### config.mk
export PLATFORM = sky130hd
export DESIGN_NAME = saa_ctrl
export DESIGN_NICKNAME = d
export VERILOG_FILES = /design/src/stack_arena_allocator_assert.svh /design/src/saa_pkg.sv /design/src/saa_ctrl.sv
export SDC_FILE = /design/constraint.sdc
export NUM_CORES = 1
export LEC_CHECK = 0
export ABC_CLOCK_PERIOD_IN_PS = 3300
export BUFFER_PORTS_ARGS = -buffer_cell sky130_fd_sc_hd__buf_2
export CAP_MARGIN = 20
export CORE_AREA = 2 2 39 41
export CTS_CLUSTER_DIAMETER = 40
export DETAILED_ROUTE_END_ITERATION = 6
export DIE_AREA = 0 0 41 43
export PLACE_DENSITY = 0.59
export SYNTH_ARGS = -nofsm -noshare
export SYNTH_HDL_FRONTEND = slang
export SYNTH_SLANG_ARGS = --single-unit
### constraint.sdc
create_clock -name clk -period 3.3 [get_ports clk]
set_input_delay 0.66 -clock clk [delete_from_list [all_inputs] [get_ports clk]]
set_output_delay 0.66 -clock clk [all_outputs]
set_load 0.02 [all_outputs]
### src/stack_arena_allocator_assert.svh
// Assertion macros for the stack arena allocator.
// Each macro expects clk and rst_n in scope at the point of use.
`ifndef STACK_ARENA_ALLOCATOR_ASSERT_SVH
`define STACK_ARENA_ALLOCATOR_ASSERT_SVH

`ifndef SYNTHESIS

// Same-cycle implication.
`define SAA_ASSERT_IMPL(label, ante, cons) \
  label: assert property (@(posedge clk) disable iff (!rst_n) (ante) |-> (cons)) \
    else $error("saa assertion failed");

// Next-cycle implication.
`define SAA_ASSERT_NEXT(label, ante, cons) \
  label: assert property (@(posedge clk) disable iff (!rst_n) (ante) |=> (cons)) \
    else $error("saa assertion failed");

`else

`define SAA_ASSERT_IMPL(label, ante, cons)
`define SAA_ASSERT_NEXT(label, ante, cons)

`endif

`endif

### src/saa_pkg.sv
`timescale 1ns / 1ps
`default_nettype none

package saa_pkg;

  // Default sizing
  localparam int DEF_BUF_BYTES   = 4096;
  localparam int DEF_DESC_BYTES  = 8;
  localparam int DEF_MAX_RECORDS = 512;

  // Fixed field widths
  localparam int OP_W    = 1;
  localparam int REQ_W   = 16;
  localparam int OFS_W   = 16;
  localparam int GRANT_W = 12;

  // Allocation granule is four bytes
  localparam int ALIGN_MASK = 3;

  localparam logic OP_ALLOC   = 1'b0;
  localparam logic OP_RELEASE = 1'b1;

  localparam logic STATUS_OK   = 1'b0;
  localparam logic STATUS_FAIL = 1'b1;

  typedef enum logic [2:0] {
    S_IDLE,
    S_DISPATCH,
    S_ALLOC_DECIDE,
    S_REL_CHECK,
    S_RESULT
  } saa_state_t;

  typedef struct packed {
    logic load;        // capture input transaction, seed search index
    logic calc_need;   // register the space check sum
    logic push;        // commit an allocation
    logic rd_issue;    // read the record below the search index
    logic rel_commit;  // roll back to the matched record
    logic set_result;  // latch pending result
    logic res_ok;      // pending result is a success
    logic grant_fp;    // pending grant is the current free pointer
    logic emit;        // move pending result to the output register
  } saa_cmd_t;

  typedef struct packed {
    logic is_release;
    logic in_range;
    logic idx_zero;
    logic alloc_ok;
    logic match;
    logic out_free;
  } saa_sts_t;

endpackage

`default_nettype wire

### src/saa_ctrl.sv
`timescale 1ns / 1ps
`default_nettype none

module saa_ctrl
  import saa_pkg::*;
(
  input  wire logic     clk,
  input  wire logic     rst_n,
  input  wire logic     in_valid,
  output logic          in_ready,
  input  wire saa_sts_t sts,
  output saa_cmd_t      cmd
);

  saa_state_t state_r;
  saa_state_t state_nxt;

  always_ff @(posedge clk) begin
    if (!rst_n) begin
      state_r <= S_IDLE;
    end else begin
      state_r <= state_nxt;
    end
  end

  always_comb begin
    cmd       = '0;
    state_nxt = state_r;
    in_ready  = (state_r == S_IDLE);
    unique case (state_r)
      S_IDLE: begin
        if (in_valid) begin
          cmd.load  = 1'b1;
          state_nxt = S_DISPATCH;
        end
      end
      S_DISPATCH: begin
        if (sts.is_release) begin
          if (!sts.in_range || sts.idx_zero) begin
            cmd.set_result = 1'b1;
            state_nxt      = S_RESULT;
          end else begin
            cmd.rd_issue = 1'b1;
            state_nxt    = S_REL_CHECK;
          end
        end else begin
          cmd.calc_need = 1'b1;
          state_nxt     = S_ALLOC_DECIDE;
        end
      end
      S_ALLOC_DECIDE: begin
        cmd.set_result = 1'b1;
        if (sts.alloc_ok) begin
          cmd.push     = 1'b1;
          cmd.res_ok   = 1'b1;
          cmd.grant_fp = 1'b1;
        end
        state_nxt = S_RESULT;
      end
      S_REL_CHECK: begin
        priority if (sts.match) begin
          cmd.rel_commit = 1'b1;
          cmd.set_result = 1'b1;
          cmd.res_ok     = 1'b1;
          state_nxt      = S_RESULT;
        end else if (sts.idx_zero) begin
          cmd.set_result = 1'b1;
          state_nxt      = S_RESULT;
        end else begin
          // advance to the next older record
          cmd.rd_issue = 1'b1;
        end
      end
      S_RESULT: begin
        if (sts.out_free) begin
          cmd.emit  = 1'b1;
          state_nxt = S_IDLE;
        end
      end
      default: begin
        state_nxt = S_IDLE;
      end
    endcase
  end

endmodule

`default_nettype wire

Word level (Yosys, flattened, before mapping). Index checks and enable logic that the tools add are counted. W data, S select, Z words.

Output and inout port bits: 10. Bits of input ports: 9. Register bits after elaboration: 3.

Reductions and logical operators: 4. Multiplexer cells: 30. Equality and inequality tests: 7.

Operators with widths (count): $mux W1 (19); $mux W3 (6); $pmux W3 S5 (1); $eq A3 B2 Y1 const B (2); $ne A2 B2 Y1 const B (2); $pmux W1 S2 (2); $eq A3 B1 Y1 const B (1); $eq A3 B3 Y1 const B (1); $logic_not A3 Y1 (1); $ne A3 B3 Y1 const B (1); $pmux W1 S3 (1); $reduce_and A3 Y1 (1); $mux W2 (1); $logic_not A1 Y1 (1); $logic_or A1 B1 Y1 (1).

Logic depth before layout (Yosys ltp).
Depth in word-level cells: 5. Mapped depth: 4.

Worst setup path before layout. OpenSTA, ideal clock, no wires.

Path type: input to output. From: input port sts[5] in the netlist's numbering. To: output port cmd[5] in the netlist's numbering. Data required time: 2.640 ns. Path slack: 1.240 ns. Cell stages on the path: 3. Arrival: 1.400 ns. Cells stage by stage: nand2_1 mux2_2 nor3_1.

RTL lines: from (decl) (RTL line saa_ctrl.sv:11) `input wire saa_sts_t sts,`; to (decl) (RTL line saa_ctrl.sv:12) `output saa_cmd_t cmd`.

==> results.sh <==
export IMPL_routed_wl_um=746
export IMPL_cts_buffer_depth=2
export IMPL_synth_cell_types=22
export IMPL_post_cts_repair_setup_buffers=0
export IMPL_place_inst=67
export IMPL_synth_fp_nets=45
export IMPL_synth_most_common_cell="nand2_1"
export IMPL_hpwlAfterDp_um=597
export IMPL_final_nets=65
export IMPL_r2r_slack_ns=2.00
export IMPL_synth_seq_cells=3
export IMPL_dr_pass1_iters=4
export IMPL_die_y_um=43
export IMPL_grt_usage=0.0931
export IMPL_critPathMaxFanout=5
export IMPL_synth_compound_area_frac=0.271
export IMPL_die_area_sq_mm=0.00176
export IMPL_synth_area_mux_share=0.0375
export IMPL_cap_violations=0
export IMPL_final_cell_count_no_fill=71
export IMPL_synthFlopType="dfxtp_1"
export IMPL_holdPathEnd="state_r[2]$_SDFFE_PN0P_"
export IMPL_diodes=0
export IMPL_total_power_uw=149
export IMPL_seq_power_share=0.293
export IMPL_yosysSeqAreaShare=0.200
export IMPL_synth_top_area_frac=0.200
export IMPL_arrival_ns=1.58
export IMPL_utilization=0.294
export IMPL_gp_congestion=0.768
export IMPL_initial_core_util=0.217
export IMPL_drive_gt1_frac=0.455
export IMPL_setup_viol=0
export IMPL_synth_xor_area_share=0
export IMPL_cts_tree="yes"
export IMPL_critical_path_top_cell_by_count="buf_2"
export IMPL_worstMarginPinSlew_ns=0.408
export IMPL_period_share=0.678
export IMPL_grt_pass1_wl_um=1090
export IMPL_synth_top_cell_by_area="dfxtp_1"
export IMPL_slowest_delay_ns=0.33
export IMPL_critPathTopFamily="buffers and inverters"
export IMPL_core_sq_mm=0.00138
export IMPL_min_delay_start="rst_n"
export IMPL_fmax_mhz=447
export IMPL_p_leak_nw=0.194
export IMPL_rr_worst_depth=3
export IMPL_vdd_drop_max_v=0.000214
export IMPL_met1Wirelength_um=339
export IMPL_critical_path_slowest_cell="a2111oi_4"
export IMPL_yosys_area_share_adder=0
export IMPL_area_growth_pct=35.4
export IMPL_cts_hold_buf=0
export IMPL_first_iter_violations=5
export IMPL_slew_violations=0
export IMPL_largest_reg_flops=3
export IMPL_regMostFlops="state_r"
export IMPL_relSlewSlack=0.728
export IMPL_clock_latency_ns=0.24
export IMPL_cts_resized=0
export IMPL_grt_max_degree=14
export IMPL_cts_sinks=3
export IMPL_preCtsSetupSlack_ns=1.06
export IMPL_clkPwrFrac=0.446
export IMPL_post_route_min_period_ns=2.24
export IMPL_synthTopCellsByCount="nand2_1 (4), a21oi_1 (3), dfxtp_1 (3), nor3_1 (3)"
export IMPL_p_int_uw=101
export IMPL_yosys_area_share_simple=0.367
export IMPL_synth_area_leaders="dfxtp_1 (20%), a2111oi_4 (9.2%), buf_6 (7.5%)"
export IMPL_min_path_type="primary input to register"
export IMPL_avgRoutedWirePerCell_um=10.5
export IMPL_cp_startpoint="sts[1]"
export IMPL_outcome="finished, final reports clean"
export IMPL_gr_total_overflow=0
export IMPL_crit_buf_inv=2
export IMPL_met2_length_um=326
export IMPL_final_cell_area_sq_um=407
export IMPL_htreeDepth=1
export IMPL_swShare=0.323
export IMPL_synthCells=36
export IMPL_synth_top_family_by_area="simple AND/OR/NAND/NOR gates"
export IMPL_synth_edf_count=0
export IMPL_p_comb_frac=0.261
export IMPL_cp_data_required_time_ns=2.64
export IMPL_whs_ns=0.667
export IMPL_yosysWarnings=0
export IMPL_clk_pin_slew_ns=0.03
export IMPL_p_sw_uw=48.0
export IMPL_fillers=158
export IMPL_avgSynthCellArea_sq_um=8.34
export IMPL_min_delay_path_depth=2
export IMPL_r2r_end="state_r[2]$_SDFFE_PN0P_"
export IMPL_worstSetupPathType="primary input to primary output"
export IMPL_skew_ns=0.00810
export IMPL_path_cells="buf_2, and4bb_4, a2111oi_4, buf_2"
export IMPL_drc=0
export IMPL_cellPowerDensity_mw_per_mm2=366
export IMPL_cts_buffers_inserted=3
export IMPL_reg_top3="state_r (3)"
export IMPL_top_layer_used="met4"
export IMPL_clockRootBuffer="clkbuf_4"
export IMPL_dr_wl_met3_um=68
export IMPL_grt_pass1_vias=257
export IMPL_cp_start_kind="primary input"
export IMPL_placementRows=14
export IMPL_hold_viol_final=0
export IMPL_drtAntennaViolNets=0
export IMPL_rsz0062_at_grt="no"
export IMPL_io_buffers=18
export IMPL_antenna_found_initial=0
export IMPL_worstSetupEndpointType="primary output"
export IMPL_r2r_start="state_r[1]$_SDFFE_PN0P_"
export IMPL_async_flop_share=0
export IMPL_vias=328
export IMPL_finalSetupTns_ns=0
export IMPL_netlist_area_sq_um=300
export IMPL_setup_ws_ns=1.06
export IMPL_placed_area_sq_um=380
export IMPL_vias_per_cell=4.62
export IMPL_die_x_um=41
export IMPL_pin_count=19
power by group through the flow:
| stage | clock (mW) | combinational, mW | sequential (mW) |
|---|---|---|---|
| after global placement | 0 | 0.0389 | 0.0443 |
| after floorplan | 0 | 0.0295 | 0.0410 |
| after global routing | 0.0716 | 0.0424 | 0.0440 |
| after CTS | 0.0692 | 0.0394 | 0.0435 |
| after detailed placement | 0 | 0.0393 | 0.0442 |
| final | 0.0663 | 0.0389 | 0.0436 |
cells by family after synthesis:
family                 count (synthesis)
and+or+nand+nor                       18
AOI/OAI and AO/OA                      9
buffers and inverters                  5
DFF                                    3
muxes                                  1
layout by cell type (no fill, tap or decap), drive strengths merged:
cell type   n
a2111oi     1
a21oi       3
and2        1
and3        1
and4bb      1
buf        18
clkbuf      4
dfxtp       3
inv         2
mux2        1
nand2       4
nand2b      2
nand4b      1
nor2        2
nor2b       1
nor3        3
nor4        1
nor4b       1
o2111a      1
o211a       1
o21a        1
o21ai       2
cell type report:
| type | count | area, sq um | area share |
|---|---|---|---|
| multi-input cells | 28 | 203 | 0.498 |
| repair buffers | 18 | 90.1 | 0.222 |
| flip-flops and latches | 3 | 60.1 | 0.148 |
| clock buffers | 4 | 26.3 | 0.0646 |
| well taps | 16 | 20.0 | 0.0492 |
| inverters | 2 | 7.51 | 0.0185 |
worst max-delay path by stage:
| stage | to | slack [ns] | cells after the start |
|---|---|---|---|
| 3_5_place_dp | cmd[3] | 1.06 | 4 |
| 3_3_place_gp | cmd[3] | 1.10 | 4 |
| 5_1_grt | cmd[3] | 1.01 | 4 |
| 4_1_cts | cmd[3] | 1.06 | 4 |
| 6_report | cmd[3] | 1.06 | 4 |
| 2_1_floorplan | cmd[5] | 1.24 | 3 |
worst register-to-register path, stage by stage, from the launching register on:
cell	delay [ns]
dfxtp_1	0.56
nor2_1	0.14
a2111oi_4	0.37
o21a_1	0.16
routing by layer:
metal | up-vias | GRT usage
met5 | - | 0
met4 | 0 | 0.0800
met3 | 2 | 0.0209
met2 | 14 | 0.119
met1 | 143 | 0.124
li1 | 169 | -
No activity file was read; power rests on OpenSTA's default activity.
